## src/design/assert_macros.svh

```systemverilog
// Assertion helper macros shared by the hasher RTL.
// Users must have clk and rst_n in scope; no other dependencies.
`ifndef ASSERT_MACROS_SVH
`define ASSERT_MACROS_SVH
// Property that must hold on every clock outside reset.
`define SHABS_ASSERT(lbl, prop) \
    lbl: assert property (@(posedge clk) disable iff (!rst_n) prop) \
        else $error("shabs assertion failed");
// Condition that must never be seen outside reset.
`define SHABS_NEVER(lbl, cond) \
    lbl: assert property (@(posedge clk) disable iff (!rst_n) !(cond)) \
        else $error("shabs forbidden condition seen");
`endif

```

## src/design/shabs_pkg.sv

```systemverilog
// Shared types and constants for the SHA-256 byte stream hasher.
// No dependencies; imported by every module of the block.
package shabs_pkg;

    localparam int QUEUE_DEPTH_DEF = 4;
    localparam int DIGEST_W        = 256;
    localparam int COUNT_W         = 61;

    typedef struct packed {
        logic [7:0] data_byte;
        logic       byte_present;
        logic       end_of_message;
    } cmd_t;

    localparam logic [31:0] INIT_HASH [8] = '{
        32'h6a09e667, 32'hbb67ae85, 32'h3c6ef372, 32'ha54ff53a,
        32'h510e527f, 32'h9b05688c, 32'h1f83d9ab, 32'h5be0cd19
    };

    localparam logic [31:0] ROUND_K [64] = '{
        32'h428a2f98, 32'h71374491, 32'hb5c0fbcf, 32'he9b5dba5,
        32'h3956c25b, 32'h59f111f1, 32'h923f82a4, 32'hab1c5ed5,
        32'hd807aa98, 32'h12835b01, 32'h243185be, 32'h550c7dc3,
        32'h72be5d74, 32'h80deb1fe, 32'h9bdc06a7, 32'hc19bf174,
        32'he49b69c1, 32'hefbe4786, 32'h0fc19dc6, 32'h240ca1cc,
        32'h2de92c6f, 32'h4a7484aa, 32'h5cb0a9dc, 32'h76f988da,
        32'h983e5152, 32'ha831c66d, 32'hb00327c8, 32'hbf597fc7,
        32'hc6e00bf3, 32'hd5a79147, 32'h06ca6351, 32'h14292967,
        32'h27b70a85, 32'h2e1b2138, 32'h4d2c6dfc, 32'h53380d13,
        32'h650a7354, 32'h766a0abb, 32'h81c2c92e, 32'h92722c85,
        32'ha2bfe8a1, 32'ha81a664b, 32'hc24b8b70, 32'hc76c51a3,
        32'hd192e819, 32'hd6990624, 32'hf40e3585, 32'h106aa070,
        32'h19a4c116, 32'h1e376c08, 32'h2748774c, 32'h34b0bcb5,
        32'h391c0cb3, 32'h4ed8aa4a, 32'h5b9cca4f, 32'h682e6ff3,
        32'h748f82ee, 32'h78a5636f, 32'h84c87814, 32'h8cc70208,
        32'h90befffa, 32'ha4506ceb, 32'hbef9a3f7, 32'hc67178f2
    };

endpackage

```

## src/design/shabs_front.sv

```systemverilog
// Input side: accepts beats, drops idle beats and queues commands.
// Depends on shabs_pkg and assert_macros.svh.
`include "assert_macros.svh"
module shabs_front #(
    parameter int DEPTH = shabs_pkg::QUEUE_DEPTH_DEF
) (
    input  logic               clk,
    input  logic               rst_n,
    input  logic               s_valid,
    output logic               s_ready,
    input  shabs_pkg::cmd_t    s_cmd,
    output logic               cmd_valid,
    output shabs_pkg::cmd_t    cmd,
    input  logic               cmd_ready
);
    import shabs_pkg::*;

    localparam int PTR_W = (DEPTH > 1) ? $clog2(DEPTH) : 1;
    localparam int CNT_W = $clog2(DEPTH + 1);

    cmd_t               queue_reg [DEPTH];
    logic [PTR_W-1:0]   wr_ptr_reg;
    logic [PTR_W-1:0]   rd_ptr_reg;
    logic [CNT_W-1:0]   count_reg;
    logic               push;
    logic               pop;

    assign s_ready   = (count_reg != CNT_W'(DEPTH));
    assign push      = s_valid && s_ready && (s_cmd.byte_present || s_cmd.end_of_message);
    assign cmd_valid = (count_reg != '0);
    assign cmd       = queue_reg[rd_ptr_reg];
    assign pop       = cmd_valid && cmd_ready;

    always_ff @(posedge clk or negedge rst_n)
    begin
        if (!rst_n)
        begin
            wr_ptr_reg <= '0;
            rd_ptr_reg <= '0;
            count_reg  <= '0;
        end
        else
        begin
            if (push)
            begin
                wr_ptr_reg <= (wr_ptr_reg == PTR_W'(DEPTH - 1)) ? '0 : wr_ptr_reg + 1'b1;
            end
            if (pop)
            begin
                rd_ptr_reg <= (rd_ptr_reg == PTR_W'(DEPTH - 1)) ? '0 : rd_ptr_reg + 1'b1;
            end
            if (push && !pop)
            begin
                count_reg <= count_reg + 1'b1;
            end
            else if (pop && !push)
            begin
                count_reg <= count_reg - 1'b1;
            end
        end
    end

    always_ff @(posedge clk)
    begin
        if (push)
        begin
            queue_reg[wr_ptr_reg] <= s_cmd;
        end
    end

    `SHABS_ASSERT(a_count_up, (push && !pop) |=> (count_reg == $past(count_reg) + 1'b1))
    `SHABS_ASSERT(a_count_down, (pop && !push) |=> (count_reg == $past(count_reg) - 1'b1))

endmodule

```

## src/design/shabs_back.sv

```systemverilog
// Back end: block assembly, padding, 64-round compression, digest register.
// Depends on shabs_pkg and assert_macros.svh.
`include "assert_macros.svh"
module shabs_back (
    input  logic                              clk,
    input  logic                              rst_n,
    input  logic                              cmd_valid,
    input  shabs_pkg::cmd_t                   cmd,
    output logic                              cmd_ready,
    output logic                              out_valid,
    output logic [shabs_pkg::DIGEST_W-1:0]    out_data,
    input  logic                              out_ready
);
    import shabs_pkg::*;

    typedef enum logic [2:0] {ST_IDLE, ST_PAD, ST_COMP, ST_SUM, ST_OUT} state_t;

    localparam logic [5:0] FILL_LAST  = 6'd63;
    localparam logic [5:0] FILL_LEN   = 6'd56;
    localparam logic [5:0] ROUND_LAST = 6'd63;

    function automatic logic [31:0] rotr(input logic [31:0] x, input int n);
        logic [63:0] d;
        d = {x, x} >> n;
        return d[31:0];
    endfunction

    state_t               state_reg;
    logic [5:0]           fill_reg;
    logic [5:0]           round_reg;
    logic [COUNT_W-1:0]   count_reg;
    logic                 pad_first_reg;
    logic                 pad_active_reg;
    logic                 len_phase_reg;
    logic                 last_block_reg;
    logic                 out_valid_reg;
    logic [31:0]          hash_reg [8];
    logic [31:0]          v_reg [8];
    logic [31:0]          w_reg [16];
    logic [23:0]          word_reg;
    logic [DIGEST_W-1:0]  out_data_reg;

    logic                 feed_en;
    logic [7:0]           feed_byte;
    logic [7:0]           pad_byte;
    logic                 len_now;
    logic [63:0]          len_shift;
    logic                 start_comp;
    logic                 out_load;
    logic [31:0]          v_next [8];
    logic [31:0]          w_next;
    logic [31:0]          t1;
    logic [31:0]          t2;
    logic [DIGEST_W-1:0]  digest_flat;

    assign cmd_ready = (state_reg == ST_IDLE);
    assign out_valid = out_valid_reg;
    assign out_data  = out_data_reg;

    // padding byte stream: 0x80, zeros, then the big-endian bit length
    assign len_now   = len_phase_reg || (!pad_first_reg && fill_reg == FILL_LEN);
    assign len_shift = {count_reg, 3'b000} << {fill_reg[2:0], 3'b000};
    assign pad_byte  = pad_first_reg ? 8'h80 : (len_now ? len_shift[63:56] : 8'h00);

    assign feed_en    = (state_reg == ST_PAD) ||
                        (state_reg == ST_IDLE && cmd_valid && cmd.byte_present);
    assign feed_byte  = (state_reg == ST_PAD) ? pad_byte : cmd.data_byte;
    assign start_comp = feed_en && (fill_reg == FILL_LAST);
    assign out_load   = (state_reg == ST_OUT) && (!out_valid_reg || out_ready);

    always_comb
    begin
        logic [31:0] e;
        logic [31:0] a;
        logic [31:0] ch;
        logic [31:0] maj;
        e   = v_reg[4];
        a   = v_reg[0];
        ch  = (e & v_reg[5]) ^ (~e & v_reg[6]);
        maj = (a & v_reg[1]) ^ (a & v_reg[2]) ^ (v_reg[1] & v_reg[2]);
        t1  = v_reg[7] + (rotr(e, 6) ^ rotr(e, 11) ^ rotr(e, 25)) + ch
              + ROUND_K[round_reg] + w_reg[0];
        t2  = (rotr(a, 2) ^ rotr(a, 13) ^ rotr(a, 22)) + maj;
        v_next[0] = t1 + t2;
        v_next[1] = v_reg[0];
        v_next[2] = v_reg[1];
        v_next[3] = v_reg[2];
        v_next[4] = v_reg[3] + t1;
        v_next[5] = v_reg[4];
        v_next[6] = v_reg[5];
        v_next[7] = v_reg[6];
        w_next = w_reg[0] + w_reg[9]
                 + (rotr(w_reg[1], 7) ^ rotr(w_reg[1], 18) ^ (w_reg[1] >> 3))
                 + (rotr(w_reg[14], 17) ^ rotr(w_reg[14], 19) ^ (w_reg[14] >> 10));
    end

    always_comb
    begin
        for (int i = 0; i < 4; i++)
        begin
            digest_flat[64*i +: 64] = {hash_reg[2*i], hash_reg[2*i+1]};
        end
    end

    always_ff @(posedge clk or negedge rst_n)
    begin
        if (!rst_n)
        begin
            state_reg      <= ST_IDLE;
            fill_reg       <= '0;
            round_reg      <= '0;
            count_reg      <= '0;
            pad_first_reg  <= 1'b0;
            pad_active_reg <= 1'b0;
            len_phase_reg  <= 1'b0;
            last_block_reg <= 1'b0;
            out_valid_reg  <= 1'b0;
            hash_reg       <= INIT_HASH;
        end
        else
        begin
            if (feed_en)
            begin
                fill_reg <= fill_reg + 1'b1;
            end
            if (out_load)
            begin
                out_valid_reg <= 1'b1;
            end
            else if (out_valid_reg && out_ready)
            begin
                out_valid_reg <= 1'b0;
            end
            unique case (state_reg)
                ST_IDLE:
                begin
                    if (cmd_valid)
                    begin
                        if (cmd.byte_present)
                        begin
                            count_reg <= count_reg + 1'b1;
                        end
                        if (start_comp)
                        begin
                            state_reg      <= ST_COMP;
                            round_reg      <= '0;
                            pad_active_reg <= cmd.end_of_message;
                            pad_first_reg  <= cmd.end_of_message;
                        end
                        else if (cmd.end_of_message)
                        begin
                            state_reg      <= ST_PAD;
                            pad_active_reg <= 1'b1;
                            pad_first_reg  <= 1'b1;
                        end
                    end
                end
                ST_PAD:
                begin
                    pad_first_reg <= 1'b0;
                    if (len_now)
                    begin
                        len_phase_reg <= 1'b1;
                    end
                    if (start_comp)
                    begin
                        state_reg      <= ST_COMP;
                        round_reg      <= '0;
                        last_block_reg <= len_phase_reg;
                    end
                end
                ST_COMP:
                begin
                    round_reg <= round_reg + 1'b1;
                    if (round_reg == ROUND_LAST)
                    begin
                        state_reg <= ST_SUM;
                    end
                end
                ST_SUM:
                begin
                    for (int i = 0; i < 8; i++)
                    begin
                        hash_reg[i] <= hash_reg[i] + v_reg[i];
                    end
                    if (last_block_reg)
                    begin
                        state_reg <= ST_OUT;
                    end
                    else if (pad_active_reg)
                    begin
                        state_reg <= ST_PAD;
                    end
                    else
                    begin
                        state_reg <= ST_IDLE;
                    end
                end
                ST_OUT:
                begin
                    if (out_load)
                    begin
                        state_reg      <= ST_IDLE;
                        hash_reg       <= INIT_HASH;
                        count_reg      <= '0;
                        pad_active_reg <= 1'b0;
                        len_phase_reg  <= 1'b0;
                        last_block_reg <= 1'b0;
                    end
                end
                default:
                begin
                    state_reg <= ST_IDLE;
                end
            endcase
        end
    end

    always_ff @(posedge clk)
    begin
        if (feed_en)
        begin
            word_reg <= {word_reg[15:0], feed_byte};
            if (fill_reg[1:0] == 2'd3)
            begin
                for (int j = 0; j < 15; j++)
                begin
                    w_reg[j] <= w_reg[j+1];
                end
                w_reg[15] <= {word_reg, feed_byte};
            end
        end
        else if (state_reg == ST_COMP)
        begin
            for (int j = 0; j < 15; j++)
            begin
                w_reg[j] <= w_reg[j+1];
            end
            w_reg[15] <= w_next;
            v_reg     <= v_next;
        end
        if (start_comp)
        begin
            v_reg <= hash_reg;
        end
        if (out_load)
        begin
            out_data_reg <= digest_flat;
        end
    end

    `SHABS_ASSERT(a_round_end,
        (state_reg == ST_COMP && round_reg == ROUND_LAST) |=> (state_reg == ST_SUM))
    `SHABS_ASSERT(a_digest_clears,
        out_load |=> (count_reg == '0 && fill_reg == '0 && out_valid_reg))

endmodule

```

## src/design/sha256_byte_stream_hasher.sv

```systemverilog
// SHA-256 byte stream hasher, top level.
// Channels: s_axis carries one optional message byte per beat (tuser = byte
// present, tlast = end of message); m_axis carries one 256-bit digest.
// A beat with neither a byte nor tlast is accepted and ignored.
// Input beats go into a short command queue; the back end takes one byte per
// cycle from the queue into the 64-byte block while it is idle, and runs one
// compression round per cycle; it takes no bytes while a block is compressed.
// After tlast the back end feeds 0x80, zeros and the length one byte per
// cycle (up to 72 bytes) and compresses one or two blocks; the digest is then
// loaded into the output register once that register is free.
// Digest bytes 0..7 are big-endian in tdata[63:0], bytes 24..31 in
// tdata[255:192]. After a digest the hash restarts for a new message.
// Reset clears the queue and the byte count and loads the initial hash values.
// While m_axis is stalled the digest is held; the queue and the back end keep
// taking beats, and the back end waits only before loading a following digest.
// Depends on shabs_pkg, shabs_front and shabs_back.
module sha256_byte_stream_hasher #(
    parameter int QUEUE_DEPTH = shabs_pkg::QUEUE_DEPTH_DEF
) (
    input  logic         clk,
    input  logic         rst_n,
    input  logic         s_axis_tvalid,
    output logic         s_axis_tready,
    input  logic [7:0]   s_axis_tdata,   // [7:0] data_byte
    input  logic         s_axis_tuser,   // [0] byte_present
    input  logic         s_axis_tlast,   // end_of_message
    output logic         m_axis_tvalid,
    input  logic         m_axis_tready,
    output logic [255:0] m_axis_tdata    // digest_part_0 .. digest_part_3, 64 bits each
);
    import shabs_pkg::*;

    cmd_t   in_cmd;
    cmd_t   q_cmd;
    logic   q_valid;
    logic   q_ready;

    assign in_cmd.data_byte      = s_axis_tdata;
    assign in_cmd.byte_present   = s_axis_tuser;
    assign in_cmd.end_of_message = s_axis_tlast;

    shabs_front #(
        .DEPTH (QUEUE_DEPTH)
    ) u_front (
        .clk       (clk),
        .rst_n     (rst_n),
        .s_valid   (s_axis_tvalid),
        .s_ready   (s_axis_tready),
        .s_cmd     (in_cmd),
        .cmd_valid (q_valid),
        .cmd       (q_cmd),
        .cmd_ready (q_ready)
    );

    shabs_back u_back (
        .clk       (clk),
        .rst_n     (rst_n),
        .cmd_valid (q_valid),
        .cmd       (q_cmd),
        .cmd_ready (q_ready),
        .out_valid (m_axis_tvalid),
        .out_data  (m_axis_tdata),
        .out_ready (m_axis_tready)
    );

endmodule
```

## config.mk

```make
export PLATFORM = sky130hd
export DESIGN_NAME = sha256_byte_stream_hasher
export DESIGN_NICKNAME = d
export VERILOG_FILES = /design/src/design/shabs_pkg.sv /design/src/design/shabs_front.sv /design/src/design/shabs_back.sv /design/src/design/sha256_byte_stream_hasher.sv
export VERILOG_INCLUDE_DIRS = /design/src /design/src/design
export SDC_FILE = /design/constraint.sdc
export NUM_CORES = 2
export LEC_CHECK = 0
export ABC_AREA = 1
export BUFFER_PORTS_ARGS = -buffer_cell sky130_fd_sc_hd__buf_2
export CELL_PAD_IN_SITES_DETAIL_PLACEMENT = 1
export CELL_PAD_IN_SITES_GLOBAL_PLACEMENT = 2
export CORE_ASPECT_RATIO = 0.9
export CORE_MARGIN = 3
export CORE_UTILIZATION = 32
export DETAILED_ROUTE_END_ITERATION = 12
export GPL_ROUTABILITY_DRIVEN = 0
export MAX_ROUTING_LAYER = met4
export PLACE_DENSITY = 0.8
export SLEW_MARGIN = 20
export SYNTH_ARGS = -nofsm -noshare
export SYNTH_HDL_FRONTEND = slang
export SYNTH_SLANG_ARGS = --single-unit
```

## constraint.sdc

```tcl
create_clock -name clk -period 12.7 [get_ports clk]
set_input_delay 1.905 -clock clk [delete_from_list [all_inputs] [get_ports clk]]
set_output_delay 1.905 -clock clk [all_outputs]
set_load 0.05 [all_outputs]
```

==> out/metrics.csv <==
metric,value,unit
outcome,"finished, final reports clean",
"Seq/Total Area, Yosys",48.8,%
final antenna-violating net count,0,
skew final,0.125,ns
P&R area growth vs syn,13.0,%
"CP delay by family, top",adder cells,
antenna violations before repair,16,
Main synth FF type,edfxtp_1,
Vias,71296,
CTS tree,yes,
Post-route DRC,0,
Avg Vias per Cell,5.38,
Seq cells post-synth,1432,
worst slew pin tran,1.16,ns
worst reg2reg path startpoint,u_back.round_reg[1]$_DFFE_PN0P_,
Core Footprint,263000,sq um
Sink Count,1432,
Synth Warn #,0,
cells after synthesis,9351,
worst endpoint data arrival time,10.11,ns
CP bufs+invs,5,
Initial Util,32.3,%
layout cells sized above 1,8.30,%
# Post-CTS Setup Buffers,0,
H-tree levels,4,
asr flop ratio synth,24.0,%
grt total ovfl,0,
vias in the first global route,71633,
global-route wire length before repair,489,mm
Worst Setup Path Type,register to register,
Detail Placement HPWL,260,mm
final hold vios,0,
Die W,549,microns
max_cap viols,0,
Post-CTS Hold Fix Bufs,0,
1st-pass router iterations,6,
RSZ-0062 raised after global routing,no,
CTS max path bufs,4,
Post-Syn Area per Cell,9.07,sq um
fmax,105,MHz
Root Buffer,clkbuf_16,
Crit path largest cell delay,0.73,ns
I/O pin count,272,
fin nets,10202,
Crit. Startpoint,u_back.round_reg[1]$_DFFE_PN0P_,
CP startpoint kind,register,
Clock transition at path regs,0.06,ns
Inserted Clock Buffers,172,
Final Setup Violations,0,
crit end category,register,
Total GRT Usage,24.9,%
DIE HEIGHT,495,microns
largest net degree at the start of global routing,194,
DR WL/cell,25.4,microns
Synth area leader,edfxtp_1,
final WL,337,mm
Max Slew Vio Count,0,
IO Port Bufs,271,
Mapped Nets,9963,
Critical Path RT,13.25,ns
Largest register FFs,512,
HP Start,u_back.w_reg[0][78]$_DFFE_PP_,
crit path max fanout,14,
Worst path slowest cell,dfrtp_1,
Post-synth EDFFs,1088,
"Clk Latency, worst-skew pair",0.88,ns
Yosys top cell area share,38.5,%
DRT iter0 DRCs,6960,
num rows,178,
relative slew slack,22.8,%
Final min period,9.57,ns
class of the worst hold path,register to register,
Setup TNS Final,0,ns
Die ar.,271000,sq um
Post-CTS Resized,0,
Unique masters post-synth,66,
synth top area cells,"edfxtp_1 (39%), nand2_1 (9.3%), dfrtp_1 (6.1%), ha_1 (5.9%), inv_1 (5.2%)",
"Cell Area, Synth",84900,sq um
Final period util,75.3,%
-- metal layers --
| layer | wire (microns) | part of all wire [%] | up-vias | GRT usage, % |
|---|---|---|---|---|
| met5 | 0 | 0 | - | - |
| met4 | 15200 | 4.5 | 0 | 9.64 |
| met3 | 25700 | 7.6 | 602 | 4.17 |
| met2 | 146000 | 43 | 2755 | 36.6 |
| met1 | 150000 | 45 | 35902 | 34.3 |
| li1 | - | - | 32037 | - |
-- worst paths after layout --
check                                                 endpoint  slack [ns]  cells after the start
max in group asynchronous     u_back.count_reg[50]$_DFFE_PN0P_        9.67                      3
min                              u_back.w_reg[0][46]$_DFFE_PP_        0.33                      0
min reg2reg                      u_back.w_reg[0][46]$_DFFE_PP_        0.33                      0
min in group asynchronous  u_back.digest_flat[143]$_DFFE_PN0P_        1.12                      1
max reg2reg                       u_back.v_next[222]$_DFFE_PP_        3.13                     32
max                               u_back.v_next[222]$_DFFE_PP_        3.13                     32
-- layout by cell type (no fill, tap or decap), types with 24 or more instances in the layout --
master        n
edfxtp_1   1088
o21ai_1     116
a21boi_0     36
o211ai_1     46
buf_2       270
a31oi_1      31
nor2_1      790
o21bai_1     65
maj3_1       24
nand3_1     471
dfrtp_1     206
or2_2        28
xor2_1      223
dfstp_2     136
a21o_1       56
nand3b_1     33
clkinv_1     25
o21ai_0     548
a21oi_1     581
nand4_1     135
o21a_1       41
inv_1      1173
fa_1        196
ha_1        402
clkinv_2     28
o22ai_1     105
nand2_1    2097
clkbuf_16   178
xnor2_1     154
nor3_1      127
buf_4        39
-- layout make-up --
cell class	instances	area [sq um]
Fill cell	30464	167000
Sequential cell	1432	41500
Multi-Input combinational cell	6479	38000
Clock buffer	204	4630
Inverter	1190	4490
Tap cell	3510	4390
Timing Repair Buffer	315	1760
Clock inverter	105	1170
Antenna cell	5	12.5
-- kinds of logic (layout without fill, tap and decap cells) --
kind of cell / Yosys count / after routing / synth area share, %
other cells: 0 / 5 / 0
fa+ha+maj: 622 / 622 / 10.8
flops: 1432 / 1432 / 48.8
xor+xnor: 377 / 377 / 3.89
simple gates: 3757 / 3757 / 18.4
buf+inv: 1440 / 1814 / 6.49
mux: 19 / 19 / 0.243
compound gates: 1704 / 1704 / 11.3
-- Yosys cell counts (7+ instances only) --
cell	n
nor3_1	127
o22ai_1	105
o211ai_1	46
ha_1	402
or2_2	28
o32ai_1	12
xnor2_1	154
mux2_2	13
a21oi_1	581
clkbuf_1	176
a31oi_1	31
buf_1	12
nand3b_1	33
edfxtp_1	1088
nand4_1	135
inv_2	11
a22oi_1	7
o31ai_1	20
a21boi_0	36
nor2_1	792
fa_1	196
dfrtp_1	208
o21ai_1	116
xor2_1	223
nand2_1	2099
nand3_1	472
inv_1	1175
nor3b_1	11
dfstp_2	136
o21a_1	41
nand2b_1	7
nor4_1	17
and3_1	11
maj3_1	24
o21bai_1	65
a21o_1	56
o21ai_0	548
buf_2	55
-- stage by stage --
stage | hold WS [ns] | setup slack [ns] | cells | instance area (sq um) | util, %
after floorplan | 0.400 | 2.61 | 9351 | 84900 | -
after global placement | 0.400 | 3.49 | 12925 | 90000 | 34.3
after detailed placement | 0.405 | 3.35 | 12925 | 90000 | 34.3
after CTS | 0.336 | 3.24 | 13234 | 95800 | 36.5
after global routing | 0.363 | 2.81 | 13238 | 95900 | 36.5
final | 0.331 | 3.13 | 13240 | 95900 | 36.5
Power is not shown: default switching activity piles up to over one toggle a cycle in this logic, so the estimate is an artifact.
